[config.mk]
export PLATFORM = sky130hd
export DESIGN_NAME = bresenham_line_planar_pixels_core_flat
export DESIGN_NICKNAME = d
export VERILOG_FILES = /design/src/blpp_pkg.sv /design/src/blpp_cmd_if.sv /design/src/blpp_pix_if.sv /design/src/blpp_cfg_if.sv /design/src/blpp_stepper.sv /design/src/blpp_pixel_fmt.sv /design/src/bresenham_line_planar_pixels_core.sv /design/src/flat_wrapper.sv
export SDC_FILE = /design/constraint.sdc
export NUM_CORES = 1
export LEC_CHECK = 0
export ABC_AREA = 0
export BUFFER_PORTS_ARGS = -buffer_cell sky130_fd_sc_hd__buf_2
export CORE_ASPECT_RATIO = 1.25
export CORE_MARGIN = 4
export CORE_UTILIZATION = 55
export DETAILED_ROUTE_END_ITERATION = 12
export PLACE_DENSITY = 0.75
export SLEW_MARGIN = 20
export SYNTH_ARGS = -nofsm -noshare
export SYNTH_HDL_FRONTEND = slang
export SYNTH_SLANG_ARGS = --single-unit
[constraint.sdc]
create_clock -name clk -period 7.3 [get_ports clk]
set_clock_uncertainty 0.15 [all_clocks]
set_input_delay 0.73 -clock clk [delete_from_list [all_inputs] [get_ports clk]]
set_output_delay 0.73 -clock clk [all_outputs]
set_load 0.1 [all_outputs]
[src/blpp_pkg.sv]
// Shared types and constants of the Bresenham line pixel generator.
// No dependencies; used by the pixel and config interfaces, all modules and the checker.
`timescale 1ns / 1ps

package blpp_pkg;

	// Request kinds
	localparam logic KIND_START = 1'b0;
	localparam logic KIND_STEP  = 1'b1;

	// Frame buffer layout
	localparam int COLOR_W       = 4;
	localparam int BYTE_OFFSET_W = 16;
	localparam int PIX_PER_BYTE_LOG2 = 3;
	localparam int LIN_W         = BYTE_OFFSET_W + PIX_PER_BYTE_LOG2;
	localparam logic [PIX_PER_BYTE_LOG2-1:0] MASK_MSB = 3'd7;

	typedef logic [COLOR_W-1:0] color_t;

	// Control of the stepper's output stage
	typedef struct packed {
		logic valid;
		logic last;
	} stage_ctl_t;

endpackage

[src/blpp_cmd_if.sv]
// Request channel of the line generator: start or step, with the two endpoints.
// Depends on nothing but its own COORD_BITS parameter.
`timescale 1ns / 1ps

interface blpp_cmd_if #(parameter int COORD_BITS = 12);
	logic                         valid;
	logic                         ready;
	logic                         kind;
	logic signed [COORD_BITS-1:0] start_x;
	logic signed [COORD_BITS-1:0] start_y;
	logic signed [COORD_BITS-1:0] end_x;
	logic signed [COORD_BITS-1:0] end_y;

	modport source (output valid, kind, start_x, start_y, end_x, end_y, input ready);
	modport sink   (input valid, kind, start_x, start_y, end_x, end_y, output ready);
endinterface

[src/blpp_pix_if.sv]
// Pixel result channel of the line generator.
// Depends on blpp_pkg for the frame buffer field widths.
`timescale 1ns / 1ps

interface blpp_pix_if #(parameter int COORD_BITS = 12);
	logic                                 valid;
	logic                                 ready;
	logic signed [COORD_BITS-1:0]         pixel_x;
	logic signed [COORD_BITS-1:0]         pixel_y;
	logic                                 on_screen;
	logic [blpp_pkg::BYTE_OFFSET_W-1:0]   byte_offset;
	logic [7:0]                           bit_mask;
	blpp_pkg::color_t                     plane_bits;
	logic                                 last;

	modport source (output valid, pixel_x, pixel_y, on_screen, byte_offset, bit_mask,
		plane_bits, last, input ready);
	modport sink   (input valid, pixel_x, pixel_y, on_screen, byte_offset, bit_mask,
		plane_bits, last, output ready);
endinterface

[src/blpp_cfg_if.sv]
// Configuration write channel: carries the drawing color.
// Depends on blpp_pkg for the color type.
`timescale 1ns / 1ps

interface blpp_cfg_if;
	logic             valid;
	logic             ready;
	blpp_pkg::color_t draw_color;

	modport source (output valid, draw_color, input ready);
	modport sink   (input valid, draw_color, output ready);
endinterface

[src/blpp_stepper.sv]
// Bresenham stepper: holds the line state, takes start/step requests and
// registers the next pixel coordinates. Depends on blpp_pkg.
`timescale 1ns / 1ps

module blpp_stepper #(
	parameter int COORD_BITS = 12
) (
	input  logic                         clk,
	input  logic                         arst_n,
	input  logic                         in_valid,
	output logic                         in_ready,
	input  logic                         kind,
	input  logic signed [COORD_BITS-1:0] start_x,
	input  logic signed [COORD_BITS-1:0] start_y,
	input  logic signed [COORD_BITS-1:0] end_x,
	input  logic signed [COORD_BITS-1:0] end_y,
	output blpp_pkg::stage_ctl_t         ctl_s1,
	output logic signed [COORD_BITS-1:0] pixel_x_s1,
	output logic signed [COORD_BITS-1:0] pixel_y_s1,
	input  logic                         ds_ready
);
	import blpp_pkg::*;

	localparam int CW = COORD_BITS;
	localparam int EW = COORD_BITS + 2;
	localparam logic [CW-1:0] ONE = CW'(1);

	logic signed [CW-1:0] cur_x_q, cur_y_q, target_x_q, target_y_q;
	logic [CW-1:0]        span_x_q;
	logic signed [CW:0]   span_y_neg_q;
	logic                 dir_x_neg_q, dir_y_neg_q;
	logic signed [EW-1:0] err_q;
	logic                 line_active_q;

	logic signed [CW:0]   ddx, ddy, abs_x, span_y_neg_new;
	logic [CW-1:0]        span_x_new;
	logic signed [EW-1:0] err_start, err_step, add_x, add_y, err_new;
	logic signed [EW:0]   e2;
	logic                 take_x, take_y, is_start, fire, emit, at_end;
	logic signed [CW-1:0] step_x, step_y, nx, ny, tx, ty;

	// start setup
	assign ddx            = {end_x[CW-1], end_x} - {start_x[CW-1], start_x};
	assign ddy            = {end_y[CW-1], end_y} - {start_y[CW-1], start_y};
	assign abs_x          = ddx[CW] ? -ddx : ddx;
	assign span_x_new     = abs_x[CW-1:0];
	assign span_y_neg_new = ddy[CW] ? ddy : -ddy;
	assign err_start      = {2'b00, span_x_new} + {span_y_neg_new[CW], span_y_neg_new};

	// one error update
	assign e2     = {err_q, 1'b0};
	assign take_x = e2 >= $signed({{2{span_y_neg_q[CW]}}, span_y_neg_q});
	assign take_y = e2 <= $signed({3'b000, span_x_q});
	assign add_x  = take_x ? {span_y_neg_q[CW], span_y_neg_q} : '0;
	assign add_y  = take_y ? $signed({2'b00, span_x_q}) : '0;
	assign err_step = err_q + add_x + add_y;
	assign step_x = dir_x_neg_q ? cur_x_q - ONE : cur_x_q + ONE;
	assign step_y = dir_y_neg_q ? cur_y_q - ONE : cur_y_q + ONE;

	assign is_start = (kind == KIND_START);
	assign nx       = is_start ? start_x : (take_x ? step_x : cur_x_q);
	assign ny       = is_start ? start_y : (take_y ? step_y : cur_y_q);
	assign tx       = is_start ? end_x : target_x_q;
	assign ty       = is_start ? end_y : target_y_q;
	assign err_new  = is_start ? err_start : err_step;
	assign at_end   = (nx == tx) && (ny == ty);

	assign in_ready = !ctl_s1.valid || ds_ready;
	assign fire     = in_valid && in_ready;
	// a step with no line in progress is taken and dropped
	assign emit     = fire && (is_start || line_active_q);

	always_ff @(posedge clk or negedge arst_n) begin
		if (!arst_n) begin
			ctl_s1        <= '0;
			line_active_q <= 1'b0;
			cur_x_q       <= '0;
			cur_y_q       <= '0;
			target_x_q    <= '0;
			target_y_q    <= '0;
			span_x_q      <= '0;
			span_y_neg_q  <= '0;
			dir_x_neg_q   <= 1'b0;
			dir_y_neg_q   <= 1'b0;
			err_q         <= '0;
		end else begin
			if (in_ready) begin
				ctl_s1.valid <= emit;
			end
			if (emit) begin
				ctl_s1.last   <= at_end;
				line_active_q <= !at_end;
				cur_x_q       <= nx;
				cur_y_q       <= ny;
				err_q         <= err_new;
				if (is_start) begin
					target_x_q   <= end_x;
					target_y_q   <= end_y;
					span_x_q     <= span_x_new;
					span_y_neg_q <= span_y_neg_new;
					dir_x_neg_q  <= !(start_x < end_x);
					dir_y_neg_q  <= !(start_y < end_y);
				end
			end
		end
	end

	always_ff @(posedge clk) begin
		if (emit) begin
			pixel_x_s1 <= nx;
			pixel_y_s1 <= ny;
		end
	end

endmodule

[src/blpp_pixel_fmt.sv]
// Pixel formatter: screen clip, plane byte address, bit mask and color,
// held in the result register. Depends on blpp_pkg.
`timescale 1ns / 1ps

module blpp_pixel_fmt #(
	parameter int SCREEN_WIDTH  = 640,
	parameter int SCREEN_HEIGHT = 480,
	parameter int COORD_BITS    = 12
) (
	input  logic                                 clk,
	input  logic                                 arst_n,
	input  blpp_pkg::stage_ctl_t                 ctl_s1,
	input  logic signed [COORD_BITS-1:0]         pixel_x_s1,
	input  logic signed [COORD_BITS-1:0]         pixel_y_s1,
	output logic                                 ready_s1,
	input  blpp_pkg::color_t                     draw_color,
	output logic                                 out_valid,
	input  logic                                 out_ready,
	output logic signed [COORD_BITS-1:0]         pixel_x,
	output logic signed [COORD_BITS-1:0]         pixel_y,
	output logic                                 on_screen,
	output logic [blpp_pkg::BYTE_OFFSET_W-1:0]   byte_offset,
	output logic [7:0]                           bit_mask,
	output blpp_pkg::color_t                     plane_bits,
	output logic                                 last
);
	import blpp_pkg::*;

	logic signed [31:0]         x_ext, y_ext;
	logic                       vis;
	logic [LIN_W-1:0]           lin;
	logic [7:0]                 mask;
	logic                       valid_s2;
	logic signed [COORD_BITS-1:0] px_s2, py_s2;
	logic                       vis_s2, last_s2;
	logic [BYTE_OFFSET_W-1:0]   offset_s2;
	logic [7:0]                 mask_s2;
	color_t                     color_s2;

	assign x_ext = 32'(pixel_x_s1);
	assign y_ext = 32'(pixel_y_s1);
	assign vis   = (x_ext >= 0) && (x_ext < SCREEN_WIDTH) &&
	               (y_ext >= 0) && (y_ext < SCREEN_HEIGHT);

	// only the low address bits are kept, so the product wraps harmlessly
	assign lin  = LIN_W'($unsigned(pixel_y_s1)) * LIN_W'(SCREEN_WIDTH) +
	              LIN_W'($unsigned(pixel_x_s1));
	assign mask = 8'h01 << (MASK_MSB - pixel_x_s1[PIX_PER_BYTE_LOG2-1:0]);

	assign ready_s1 = !valid_s2 || out_ready;

	always_ff @(posedge clk or negedge arst_n) begin
		if (!arst_n) begin
			valid_s2 <= 1'b0;
		end else if (ready_s1) begin
			valid_s2 <= ctl_s1.valid;
		end
	end

	always_ff @(posedge clk) begin
		if (ready_s1 && ctl_s1.valid) begin
			px_s2     <= pixel_x_s1;
			py_s2     <= pixel_y_s1;
			vis_s2    <= vis;
			last_s2   <= ctl_s1.last;
			offset_s2 <= vis ? lin[LIN_W-1:PIX_PER_BYTE_LOG2] : '0;
			mask_s2   <= vis ? mask : '0;
			color_s2  <= vis ? draw_color : '0;
		end
	end

	assign out_valid   = valid_s2;
	assign pixel_x     = px_s2;
	assign pixel_y     = py_s2;
	assign on_screen   = vis_s2;
	assign byte_offset = offset_s2;
	assign bit_mask    = mask_s2;
	assign plane_bits  = color_s2;
	assign last        = last_s2;

endmodule

[src/bresenham_line_planar_pixels_core.sv]
// Bresenham line generator for a 4-plane, 1-bit-per-plane frame buffer.
// An accepted request reaches its pixel through the stepper stage and the result register.
// Throughput: one request per cycle, set by the one error update, unless pix stalls.
// A step request with no line in progress is accepted and yields no pixel.
// Reset (arst_n low, asynchronous) empties both stages, idles the line, zeroes draw_color.
`timescale 1ns / 1ps

module bresenham_line_planar_pixels_core #(
	parameter int SCREEN_WIDTH  = 640,
	parameter int SCREEN_HEIGHT = 480,
	parameter int COORD_BITS    = 12
) (
	input logic        clk,
	input logic        arst_n,
	blpp_cmd_if.sink   cmd,
	blpp_pix_if.source pix,
	blpp_cfg_if.sink   cfg
);
	import blpp_pkg::*;

	// Drawing color register. The user must write it only while the generator is idle, as
	// the block does not enforce it; the formatter samples it directly with no shadow copy.
	color_t draw_color_q;

	// Stepper -> formatter stage
	stage_ctl_t                   ctl_s1;
	logic signed [COORD_BITS-1:0] pixel_x_s1;
	logic signed [COORD_BITS-1:0] pixel_y_s1;
	logic                         ready_s1;

	assign cfg.ready = 1'b1;

	always_ff @(posedge clk or negedge arst_n) begin
		if (!arst_n) begin
			draw_color_q <= '0;
		end else if (cfg.valid && cfg.ready) begin
			draw_color_q <= cfg.draw_color;
		end
	end

	// Stage 1: line state and the next pixel position. It takes a new
	// request whenever its output slot is free or is moving on.
	blpp_stepper #(
		.COORD_BITS (COORD_BITS)
	) u_stepper (
		.clk        (clk),
		.arst_n     (arst_n),
		.in_valid   (cmd.valid),
		.in_ready   (cmd.ready),
		.kind       (cmd.kind),
		.start_x    (cmd.start_x),
		.start_y    (cmd.start_y),
		.end_x      (cmd.end_x),
		.end_y      (cmd.end_y),
		.ctl_s1     (ctl_s1),
		.pixel_x_s1 (pixel_x_s1),
		.pixel_y_s1 (pixel_y_s1),
		.ds_ready   (ready_s1)
	);

	// Stage 2: clipping, byte address, mask and color; this is the result register,
	// which holds its pixel while a stalled consumer backs up into the stepper.
	blpp_pixel_fmt #(
		.SCREEN_WIDTH  (SCREEN_WIDTH),
		.SCREEN_HEIGHT (SCREEN_HEIGHT),
		.COORD_BITS    (COORD_BITS)
	) u_pixel_fmt (
		.clk         (clk),
		.arst_n      (arst_n),
		.ctl_s1      (ctl_s1),
		.pixel_x_s1  (pixel_x_s1),
		.pixel_y_s1  (pixel_y_s1),
		.ready_s1    (ready_s1),
		.draw_color  (draw_color_q),
		.out_valid   (pix.valid),
		.out_ready   (pix.ready),
		.pixel_x     (pix.pixel_x),
		.pixel_y     (pix.pixel_y),
		.on_screen   (pix.on_screen),
		.byte_offset (pix.byte_offset),
		.bit_mask    (pix.bit_mask),
		.plane_bits  (pix.plane_bits),
		.last        (pix.last)
	);

endmodule

[src/flat_wrapper.sv]
// flat-port wrapper written by rule: the top's interface ports become plain ports
module bresenham_line_planar_pixels_core_flat import blpp_pkg::*;
#(
	parameter int SCREEN_WIDTH  = 640,
	parameter int SCREEN_HEIGHT = 480,
	parameter int COORD_BITS    = 12
)
  (clk, arst_n, cmd_valid, cmd_kind, cmd_start_x, cmd_start_y, cmd_end_x, cmd_end_y, cmd_ready, pix_valid, pix_pixel_x, pix_pixel_y, pix_on_screen, pix_byte_offset, pix_bit_mask, pix_plane_bits, pix_last, pix_ready, cfg_valid, cfg_draw_color, cfg_ready);
  blpp_cmd_if #(.COORD_BITS(COORD_BITS)) cmd_i ();
  blpp_pix_if #(.COORD_BITS(COORD_BITS)) pix_i ();
  blpp_cfg_if cfg_i ();
  input logic clk;
  input logic arst_n;
  input wire logic [$bits(cmd_i.valid)-1:0] cmd_valid;
  input wire logic [$bits(cmd_i.kind)-1:0] cmd_kind;
  input wire logic [$bits(cmd_i.start_x)-1:0] cmd_start_x;
  input wire logic [$bits(cmd_i.start_y)-1:0] cmd_start_y;
  input wire logic [$bits(cmd_i.end_x)-1:0] cmd_end_x;
  input wire logic [$bits(cmd_i.end_y)-1:0] cmd_end_y;
  output wire logic [$bits(cmd_i.ready)-1:0] cmd_ready;
  output wire logic [$bits(pix_i.valid)-1:0] pix_valid;
  output wire logic [$bits(pix_i.pixel_x)-1:0] pix_pixel_x;
  output wire logic [$bits(pix_i.pixel_y)-1:0] pix_pixel_y;
  output wire logic [$bits(pix_i.on_screen)-1:0] pix_on_screen;
  output wire logic [$bits(pix_i.byte_offset)-1:0] pix_byte_offset;
  output wire logic [$bits(pix_i.bit_mask)-1:0] pix_bit_mask;
  output wire logic [$bits(pix_i.plane_bits)-1:0] pix_plane_bits;
  output wire logic [$bits(pix_i.last)-1:0] pix_last;
  input wire logic [$bits(pix_i.ready)-1:0] pix_ready;
  input wire logic [$bits(cfg_i.valid)-1:0] cfg_valid;
  input wire logic [$bits(cfg_i.draw_color)-1:0] cfg_draw_color;
  output wire logic [$bits(cfg_i.ready)-1:0] cfg_ready;
  assign cmd_i.valid = cmd_valid;
  assign cmd_i.kind = cmd_kind;
  assign cmd_i.start_x = cmd_start_x;
  assign cmd_i.start_y = cmd_start_y;
  assign cmd_i.end_x = cmd_end_x;
  assign cmd_i.end_y = cmd_end_y;
  assign cmd_ready = cmd_i.ready;
  assign pix_valid = pix_i.valid;
  assign pix_pixel_x = pix_i.pixel_x;
  assign pix_pixel_y = pix_i.pixel_y;
  assign pix_on_screen = pix_i.on_screen;
  assign pix_byte_offset = pix_i.byte_offset;
  assign pix_bit_mask = pix_i.bit_mask;
  assign pix_plane_bits = pix_i.plane_bits;
  assign pix_last = pix_i.last;
  assign pix_i.ready = pix_ready;
  assign cfg_i.valid = cfg_valid;
  assign cfg_i.draw_color = cfg_draw_color;
  assign cfg_ready = cfg_i.ready;
  bresenham_line_planar_pixels_core #(.SCREEN_WIDTH(SCREEN_WIDTH), .SCREEN_HEIGHT(SCREEN_HEIGHT), .COORD_BITS(COORD_BITS)) u_core (.clk(clk), .arst_n(arst_n), .cmd(cmd_i), .pix(pix_i), .cfg(cfg_i));
endmodule
==> reports/results.ini, run 1 <==
[setup_path]
critPathMaxFanout=21
worst_r2r_path_depth=22
cp-startpoint=u_core.u_stepper.err_q[3]$_DFFE_PN0P_
end_kind=flop
crit_slowest_cell=a21boi_2
worstReg2RegEnd=u_core.u_stepper.err_q[13]$_DFFE_PN0P_
path_buf_inv=2
crit_type=flop to flop
crit_arrival_ps=5820
crit_family=compound AO/OA/AOI/OAI gates
path_cells=ha_1, nand2_1, a211oi_1, o221ai_1, a21boi_2, buf_4, nand2b_1, fa_1, inv_1, ha_1, fa_1, a21o_1, a21oi_1, nor2b_1, o21a_1, o21a_1, o2111ai_1, a31oi_1, xnor2_1, mux2_2, a22oi_1, o41ai_2
reg2reg_slack_ps=1640
r2r-start=u_core.u_stepper.err_q[3]$_DFFE_PN0P_
slowest_delay_ps=600
cp-start-kind=flop
worstPathRequired_ps=7460

[route]
firstDrtPassIters=6
wl_per_cell_um=18.0
via_count=10100
postRouteAntennaNets=0
drc_errors=0
routed_wirelength_um=31300
vias_per_cell=5.82
drt-initial-drc-count=572

[final_layout]
seq_area_mm2=0.00477
layout_common_cells=nand2_1 (169), ha_1 (120), buf_2 (112)
fillerInstances=1893
fin_cells=1743
final_common_cell=nand2_1
multi_input_area_mm2=0.00748
nNetsFinal=1639
area_growth_pct=11.6
finalInstanceArea_mm2=0.0142
post_route_cells_drive_above_1_share=0.145

[synth]
ys_seq_elements=175
synth_top_cell_by_area=dfrtp_1
yosysWarnings=0
synthArstFlopShare=0.554
synth-seq-area-share=0.374
synth_enable_flop_cells=78
netlist.area_leader.share=0.190
synth.area.top_cells=dfrtp_1 (19%), edfxtp_1 (18%), ha_1 (12%), xnor2_1 (6.4%), nand2_1 (5.0%)
ys_types=78
syn_area_mm2=0.0127
syn_nets=1537
synth_ff_type=dfrtp_1
synthCells=1339
syn_avg_cell_area_um2=9.52

[grt]
grt_pass1_vias=10100
grt_max_degree=85
grt_pass1_wl_um=50500
grt-ovfl-total=0
grt_use_total=0.251
grt_antenna_before_repair=1

[floorplanning]
io_pins=115
core-area_mm2=0.0229
rows=62
initial_utilization=0.557
die_h_um=178
dieArea_mm2=0.0257
die_w_um=144

[power]
power.leakage_nw=6.40
powerDensity_mw_per_mm2=482
ir_drop_mv=0.386

[clock_network]
cts_made_buffers=17
cts_tree=done
insertion_delay_ps=440
clk_pin_slew_worst_paths_ps=80
cts_max_path_buffers=2
cts_hold_buf=0
h-tree-depth=4
cts_setup_buffers=0
root_buffer=clkbuf_16
cts_resized=0
cts_sinks=175

[sta]
fin_crit_sh=0.776
maxSlewHeadroom=0.239
final_max_slew_viol_count=0
rsz0062_at_grt=false
setup_tns_ps=0
final-hold-violation-count=0
setup_violations=0
worst_pin_slew_ps=1140
min_period_ps=5660
fmax_ghz=0.177
worst_slack_ps=1640

[placed_design]
globalplace.congestion=0.921
portBuffers=113
pre_cts_ws_ps=1420
dpl.hpwl_um=24600
dpl-instance-area_mm2=0.0136
dp_cells=1710

[hold_path]
hold_path.class=primary input to async pin

[run]
drv_cap=0

[outcome]
outcome=finished, final reports clean

[stage by stage]
step / util / power, mW / hold slack, ps
after detailed placement: 0.594 / 5.88 / 286
after CTS: 0.621 / 6.86 / 138
final: 0.621 / 6.85 / 104
after global placement: 0.594 / 5.78 / 272
after global routing: 0.621 / 7.42 / 139
after floorplan: - / 4.96 / 267
[metal layers]
metal / track usage / up-vias / share of wire
met3: 0.0343 / 94 / 0.038
li1: - / 4913 / -
met4: 0.147 / 2 / 0.063
met2: 0.435 / 264 / 0.50
met1: 0.294 / 4865 / 0.39
met5: 0 / - / 0.00022
[worst register-to-register path, delay by kind of cell, from the launching register on]
family,cells,cell delay (ps)
adders and majority gates,4,1140
buffers and inverters,2,440
muxes,1,350
xor gates and xnor gates,1,190
and+or+nand+nor,3,330
DFF,1,450
AOI/OAI and AO/OA,11,2500
[how the worst max path moves through the flow]
stage                                             end  slack (ps)  cells past startpoint
2_1_floorplan  u_core.u_stepper.err_q[12]$_DFFE_PN0P_        2070                     24
3_3_place_gp   u_core.u_stepper.err_q[12]$_DFFE_PN0P_        1540                     25
3_5_place_dp   u_core.u_stepper.err_q[12]$_DFFE_PN0P_        1420                     25
4_1_cts        u_core.u_stepper.err_q[13]$_DFFE_PN0P_        1680                     20
5_1_grt        u_core.u_stepper.err_q[13]$_DFFE_PN0P_        1180                     20
6_report       u_core.u_stepper.err_q[13]$_DFFE_PN0P_        1640                     22
[registers in the layout, summed over array words and instances (netlist names), 8 cells and up]
signal / flops
u_core.u_stepper.target_y_q: 12
u_core.u_pixel_fmt.byte_offset: 16
u_core.u_pixel_fmt.pixel_x: 12
u_core.u_stepper.err_q: 14
u_core.u_stepper.span_x_q: 12
u_core.u_stepper.cur_x_q: 12
u_core.u_pixel_fmt.bit_mask: 8
u_core.u_stepper.target_x_q: 12
u_core.u_stepper.pixel_y_s1: 12
u_core.u_pixel_fmt.pixel_y: 12
u_core.u_stepper.span_y_neg_q: 13
u_core.u_stepper.cur_y_q: 12
u_core.u_stepper.pixel_x_s1: 12
[synth_stat cells (all sizes together) (3+ instances only)]
cell and count:
a211oi 10, a21boi 3, a21o 19, a21oi 74, a31o 3, a31oi 16
and2 29, and3 4, buf 11, clkbuf 28, dfrtp 97, edfxtp 78
fa 20, ha 120, inv 91, mux2 27, mux2i 20, nand2 169
nand2b 14, nand3 17, nand3b 6, nand4 14, nor2 89, nor2b 13
nor3 26, nor4 3, o2111ai 5, o211ai 10, o21a 8, o21ai 94
o21bai 12, o31a 4, o31ai 6, o41ai 4, or2 11, or3 8
xnor2 93, xor2 45
[power by group]
group	switching, mW	total, mW	internal (mW)
logic	2.55	4.30	1.75
clock network	0.472	0.945	0.473
registers	0.243	1.61	1.36
[cell families after synthesis]
group                      count (synthesis)  synth area share
AOI/OAI and AO/OA                        293             0.147
xor gates and xnor gates                 139            0.0966
adders and majority gates                140             0.149
buffers and inverters                    130            0.0395
DFF                                      175             0.374
muxes                                     48            0.0413
other                                      1          0.000294
and+or+nand+nor                          413             0.152
[layout make-up]
class	instances	area share
diodes	1	0.000176
inverters	91	0.0240
clock inverters	15	0.0143
flip-flops and latches	175	0.335
multi-input cells	1034	0.526
repair buffers	122	0.0447
clock buffers	17	0.0299
well taps	288	0.0253
No activity file was read; power rests on OpenSTA's default activity.
==> inputs of run 2 (changes only) <==
--- a/config.mk
+++ b/config.mk
@@ -11,7 +11,7 @@
 export CORE_MARGIN = 4
 export CORE_UTILIZATION = 55
 export DETAILED_ROUTE_END_ITERATION = 12
-export PLACE_DENSITY = 0.75
+export PLACE_DENSITY = 0.78
 export SLEW_MARGIN = 20
 export SYNTH_ARGS = -nofsm -noshare
 export SYNTH_HDL_FRONTEND = slang
==> constraint.sdc (replaced) <==
create_clock -name clk -period 5.2 [get_ports clk]
set_clock_uncertainty 0.15 [all_clocks]
set_input_delay 0.52 -clock clk [delete_from_list [all_inputs] [get_ports clk]]
set_output_delay 0.52 -clock clk [all_outputs]
set_load 0.1 [all_outputs]
==> run 2 against run 1 <==
Clock power increased by 42%. Critical path depth decreased by 1. Maximum frequency increased by 11%. Critical path type unchanged. Largest cell class unchanged. Final cell count rose by 1.8%.
==> reports/results.ini, run 2 (synthesis gave the netlist of run 1 again) <==
[clock_network]
cts_sinks=175  ; unchanged
clk_pin_slew_worst_paths_ps=70  ; about the same
h-tree-depth=4  ; unchanged
cts_tree=done
insertion_delay_ps=440  ; about the same
cts_made_buffers=17  ; unchanged
root_buffer=clkbuf_16
cts_max_path_buffers=2  ; unchanged

[setup_path]
crit_slowest_cell=fa_1
cp-start-kind=flop
crit_family=compound AO/OA/AOI/OAI gates
crit_type=flop to flop
end_kind=flop
crit_arrival_ps=5280  ; -540 ps
path_buf_inv=1  ; -1
worstPathRequired_ps=5370  ; -2090 ps
slowest_delay_ps=460  ; -140 ps
path_cells=inv_1, ha_1, a21oi_1, a211oi_1, or3_1, o31a_1, and2_4, fa_1, ha_2, fa_2, a21o_1, a21oi_2, nor2b_1, o21a_1, o21a_2, o2111ai_2, a31oi_1, xnor2_1, mux2_4, a22oi_2, o41ai_2
critPathMaxFanout=4  ; -81%

[final_layout]
fillerInstances=1842  ; -2.7%
nNetsFinal=1671  ; +2.0%
area_growth_pct=13.7
finalInstanceArea_mm2=0.0145  ; +1.9%
post_route_cells_drive_above_1_share=0.169  ; +0.0238
layout_common_cells=nand2_1 (169), ha_1 (119), buf_2 (112)
largest_register_ffs=16  ; unchanged
final_common_cell=nand2_1

[route]
drc_errors=0  ; unchanged
routed_wirelength_um=32200  ; +2.8%
wl_per_cell_um=18.1  ; +0.92%
drt-initial-drc-count=831  ; +45%
vias_per_cell=5.85  ; +0.60%
firstDrtPassIters=5  ; -1
via_count=10400  ; +2.4%
postRouteAntennaNets=0  ; unchanged

[sta]
setup_violations=0  ; unchanged
min_period_ps=5110  ; -552 ps
fin_crit_sh=0.983  ; +0.207
worst_slack_ps=89.4  ; -1550 ps
final-hold-violation-count=0  ; unchanged
worst_pin_slew_ps=924  ; -213 ps
maxSlewHeadroom=0.384  ; +0.146
rsz0062_at_grt=true
fmax_ghz=0.196  ; +11%
final_max_slew_viol_count=0  ; unchanged
setup_tns_ps=0  ; unchanged

[placed_design]
pre_cts_ws_ps=-74.5  ; -1500 ps
globalplace.congestion=0.918  ; -0.39%
dpl.hpwl_um=24900  ; +1.4%
portBuffers=113  ; unchanged
dpl-instance-area_mm2=0.0138  ; +1.6%

[floorplanning]
io_pins=115  ; unchanged
core-area_mm2=0.0229  ; unchanged
die_h_um=178  ; unchanged
die_w_um=144  ; unchanged
initial_utilization=0.557  ; unchanged
rows=62  ; unchanged
dieArea_mm2=0.0257  ; unchanged

[hold_path]
hold_path.class=primary input to flop

[grt]
grt_max_degree=85  ; unchanged
grt_use_total=0.255  ; +0.00411
grt_antenna_before_repair=0  ; -1
grt_pass1_vias=10400  ; +3.9%
grt-ovfl-total=0  ; unchanged
grt_pass1_wl_um=51400  ; +1.9%

[power]
seq_power_share=0.224  ; -0.010
powerDensity_mw_per_mm2=686  ; +42%
switchingPower_mw=4.61  ; +41%
p_total_mw=9.93  ; +45%
p_int_mw=5.33  ; +48%
p_clk_frac=0.135  ; -0.003
power.leakage_nw=6.54  ; +2.3%
ir_drop_mv=0.389  ; +0.83%
switching_share=0.464  ; -0.0127
power_frac_comb=0.641  ; +0.013

[outcome]
outcome=finished, final reports clean

[run]
drv_cap=0  ; unchanged

[run 2: cell types whose count changed in the layout (fill, tap and decap cells not counted), moves of 2 or more]
cell | previous run | this run
clkinv_8 | 7 | 0
clkinvlp_4 | 1 | 5
a21oi_2 | 1 | 3
bufinv_16 | 0 | 3
buf_4 | 10 | 41
inv_12 | 2 | 0
a21oi_1 | 73 | 71
[run 2: power by group through the flow]
stage / clock network, mW / registers (mW) / logic (mW)
after floorplan: 0 / 2.66 / 4.31
after global placement: 0 / 2.22 / 6.03
after detailed placement: 0 / 2.24 / 6.18
after CTS: 1.35 / 2.21 / 6.24
after global routing: 1.41 / 2.27 / 7.03
final: 1.34 / 2.22 / 6.37
[run 2: path summary, 6_finish.rpt]
check                                                        startpoint                                         end  slack, ps  cells past startpoint
min                                                        cmd_end_x[6]  u_core.u_stepper.target_x_q[6]$_DFFE_PN0P_        170                      3
max in group asynchronous                                        arst_n     u_core.u_stepper.cur_y_q[5]$_DFFE_PN0P_       3240                      3
max reg2reg                u_core.u_stepper.span_y_neg_q[9]$_DFFE_PN0P_      u_core.u_stepper.err_q[13]$_DFFE_PN0P_         90                     21
min in group asynchronous                                        arst_n     u_core.u_stepper.cur_y_q[6]$_DFFE_PN0P_        490                      2
max                        u_core.u_stepper.span_y_neg_q[9]$_DFFE_PN0P_      u_core.u_stepper.err_q[13]$_DFFE_PN0P_         90                     21
min reg2reg                    u_core.u_stepper.pixel_x_s1[6]$_DFFE_PP_     u_core.u_pixel_fmt.pixel_x[6]$_DFFE_PP_        290                      0
[run 2: layer usage]
layer / routed length [um] / share of wire / vias up / GRT usage
met3: 1540 / 0.048 / 111 / 0.0378
met4: 1950 / 0.060 / 0 / 0.152
met1: 12400 / 0.39 / 4963 / 0.293
met5: 0 / 0 / - / 0
li1: - / - / 4977 / -
met2: 16300 / 0.51 / 335 / 0.445
[run 2: cell type report]
class                   instances  area [um^2]  area share
well taps                     288          360      0.0249
clock inverters                14          180      0.0124
clock buffers                  18          429      0.0296
repair buffers                154          878      0.0606
diodes                          1         2.50    0.000173
inverters                      91          342      0.0236
multi-input cells            1034         7530       0.520
flip-flops and latches        175         4770       0.329
[run 2: through the flow]
stage,hold WS [ps],std cells,utilization
floorplan,74.4,1339,-
global placement,271,1739,0.603
CTS,167,1772,0.631
finish,170,1775,0.633
global route,179,1774,0.633
detailed placement,282,1739,0.603
[run 2: worst reg2reg max path, cell delays in order (launching register included)]
cell and delay [ps]:
dfrtp_1 360, inv_1 60, ha_1 320, a21oi_1 150, a211oi_1 80, or3_1 370, o31a_1 350, and2_4 180
fa_1 460, ha_2 220, fa_2 340, a21o_1 180, a21oi_2 150, nor2b_1 70, o21a_1 190, o21a_2 230
o2111ai_2 230, a31oi_1 130, xnor2_1 220, mux2_4 330, a22oi_2 140, o41ai_2 100
[run 2: timing repair]
| action | 4_1_cts | 5_1_grt |
|---|---|---|
| setup endpoints to repair | 0 | 3 |
| setup buffers | 0 | 2 |
| endpoints found under the hold margin | 28 | 0 |
| hold buffers | 1 | 0 |
| gates resized for setup | 0 | 13 |
==> inputs of run 3 (changes only) <==
--- a/config.mk
+++ b/config.mk
@@ -7,11 +7,13 @@
 export LEC_CHECK = 0
 export ABC_AREA = 0
 export BUFFER_PORTS_ARGS = -buffer_cell sky130_fd_sc_hd__buf_2
+export CAP_MARGIN = 5
 export CORE_ASPECT_RATIO = 1.25
 export CORE_MARGIN = 4
 export CORE_UTILIZATION = 55
 export DETAILED_ROUTE_END_ITERATION = 12
 export PLACE_DENSITY = 0.78
+export RECOVER_POWER = 100
 export SLEW_MARGIN = 20
 export SYNTH_ARGS = -nofsm -noshare
 export SYNTH_HDL_FRONTEND = slang
==> run 3 against run 2 <==
The run now ends with max-capacitance violations, max-slew violations left. Die area unchanged. Register-to-register slack about the same. Maximum frequency rose by 0.18%. Clock power is essentially flat. Non-clock buffer count did not move. Core utilization is 0.38 points lower. Combinational power is essentially flat. Highest routed layer unchanged. Critical path depth is the same. Wire length barely moved. Final cell count is the same. Power shrank 0.26%.
==> reports/results.ini, run 3 (synthesis gave the netlist of run 1 again) <==
[setup_path]
path_cells=inv_2, ha_1, nand4_1, a211oi_1, or3_1, o31a_1, and2_4, fa_1, ha_2, fa_2, a21o_1, a21oi_2, nor2b_1, o21a_1, o21a_2, o2111ai_2, a31oi_1, xnor2_1, mux2_4, a22oi_2, o41ai_2
end_kind=flop
critPathMaxFanout=4  ; unchanged
worst_r2r_path_depth=21  ; unchanged
worstReg2RegEnd=u_core.u_stepper.err_q[13]$_DFFE_PN0P_
cp-start-kind=flop
r2r-start=u_core.u_stepper.span_y_neg_q[12]$_DFFE_PN0P_
worstSetupEndpoint=u_core.u_stepper.err_q[13]$_DFFE_PN0P_
slowest_delay_ps=460  ; about the same
worstPathRequired_ps=5360  ; about the same
crit_family=compound AO/OA/AOI/OAI gates
crit_arrival_ps=5270  ; about the same
path_buf_inv=1  ; unchanged
reg2reg_slack_ps=100  ; about the same
crit_slowest_cell=fa_1
crit_cells=21  ; unchanged
crit_type=flop to flop
cp-startpoint=u_core.u_stepper.span_y_neg_q[12]$_DFFE_PN0P_

[outcome]
outcome=complete, but fails checks
violations=max-capacitance violations, max-slew violations

[clock_network]
cts_tree=done
cts_sinks=175  ; unchanged
cts_max_path_buffers=2  ; unchanged
root_buffer=clkbuf_16
clk_pin_slew_worst_paths_ps=70  ; about the same
insertion_delay_ps=440  ; about the same
cts_made_buffers=17  ; unchanged
h-tree-depth=4  ; unchanged

[grt]
grtUsageMet3=0.0378  ; unchanged
grt_use_total=0.255  ; unchanged
grt_pass1_wl_um=51400  ; unchanged
grtUsageMet2=0.445  ; unchanged
grt_max_degree=85  ; unchanged
met1_usage=0.293  ; unchanged
grt_pass1_vias=10400  ; unchanged
grt_antenna_before_repair=0  ; unchanged
grt-ovfl-total=0  ; unchanged
grt.busiest_layer=met2

[final_layout]
finalInstanceArea_mm2=0.0144  ; -0.60%
post_route_cells_drive_above_1_share=0.129  ; -0.0404
fin_cells=1775  ; unchanged
nNetsFinal=1671  ; unchanged
area_growth_pct=13.0
largest_register_ffs=16  ; unchanged
final_common_cell=nand2_1
fillerInstances=1877  ; +1.9%
layout_common_cells=nand2_1 (169), ha_1 (119), dfrtp_1 (97)

[sta]
fmax_ghz=0.196  ; +0.18%
worst_pin_slew_ps=2840  ; +1920 ps
final_max_slew_viol_count=143  ; +143
setup_violations=0  ; unchanged
maxSlewHeadroom=-0.896  ; -1.28
final-hold-violation-count=0  ; unchanged
fin_crit_sh=0.981  ; -0.00173
rsz0062_at_grt=true
min_period_ps=5100  ; -9.00 ps

[route]
postRouteAntennaNets=0  ; unchanged
drc_errors=0  ; unchanged
wl_per_cell_um=18.2  ; about the same
firstDrtPassIters=5  ; unchanged
routed_wirelength_um=32200  ; about the same
drt-initial-drc-count=661  ; -20%
vias_per_cell=5.83  ; -0.32%
via_count=10400  ; -0.32%

[floorplanning]
core-area_mm2=0.0229  ; unchanged
initial_utilization=0.557  ; unchanged
die_w_um=144  ; unchanged
io_pins=115  ; unchanged
dieArea_mm2=0.0257  ; unchanged
rows=62  ; unchanged
die_h_um=178  ; unchanged

[power]
powerDensity_mw_per_mm2=688  ; +0.34%
p_total_mw=9.91  ; -0.26%
ir_drop_mv=0.389  ; -0.23%
power.leakage_nw=6.36  ; -2.8%

[placed_design]
dpl.hpwl_um=24900  ; unchanged
dp_cells=1739  ; unchanged
globalplace.congestion=0.918  ; unchanged
dpl-instance-area_mm2=0.0138  ; unchanged
portBuffers=113  ; unchanged

[hold_path]
hold_path.class=primary input to flop
min_from=cmd_end_x[6]

[run]
drv_cap=3  ; +3

==> run 3: changes by cell type in the layout (fill, tap and decap cells not counted) <==
cell / change
buf_4: -5
clkbuf_2: +1
and2_0: +5
buf_2: -56
clkbuf_1: +60
and2_1: -5
==> run 3: tightest hold or removal path: cells and delay by family <==
family,cells,cell delay (ps)
and+or+nand+nor,2,100
buffers and inverters,1,110
==> run 3: report_power, final <==
group | internal [mW] | total, mW | leakage, nW | switching [mW]
Clock | 0.764 | 1.34 | 0.281 | 0.576
Combinational | 2.62 | 6.34 | 4.15 | 3.72
Sequential | 1.92 | 2.23 | 1.93 | 0.307
==> run 3: layout make-up <==
| type | count | area [um^2] | area share |
|---|---|---|---|
| inverter | 91 | 342 | 0.0237 |
| tap | 288 | 360 | 0.0250 |
| timing repair buffer | 154 | 791 | 0.0549 |
| multi-input combinational | 1034 | 7530 | 0.523 |
| antenna | 1 | 2.50 | 0.000174 |
| clock inverter | 14 | 180 | 0.0125 |
| sequential | 175 | 4770 | 0.331 |
| clock buffer | 18 | 429 | 0.0298 |
==> run 3: layer usage <==
metal  vias up  wire length, um
met5         -                0
met4         0             2010
met3       112             1570
met2       337            16300
met1      4927            12400
li1       4977                -
==> run 3: worst min-delay path by stage <==
stage | to | depth (start not counted)
floorplan | u_core.draw_color_q[0]$_DFFE_PN0P_ | 0
global placement | u_core.u_pixel_fmt.pixel_x[4]$_DFFE_PP_ | 0
detailed placement | u_core.u_pixel_fmt.pixel_x[4]$_DFFE_PP_ | 0
CTS | u_core.u_stepper.target_x_q[6]$_DFFE_PN0P_ | 3
global route | u_core.draw_color_q[2]$_DFFE_PN0P_ | 2
finish | u_core.u_stepper.target_x_q[6]$_DFFE_PN0P_ | 3
==> run 3: timing repair <==
item                       in CTS  in global routing
hold endpoints to repair       28                  0
buffers inserted                0                  2
hold buffers                    1                  0
gates resized for setup         0                 13
setup endpoints to repair       0                  3
==> run 3: through the flow <==
stage               TNS [ps]  hold slack (ps)  setup WS [ps]   util
floorplan                  0             74.4           25.3      -
global placement           0              271           39.8  0.603
detailed placement      -196              282          -74.5  0.603
CTS                        0              167           33.7  0.631
global route            -136              179           -101  0.629
finish                     0              173           98.4  0.629
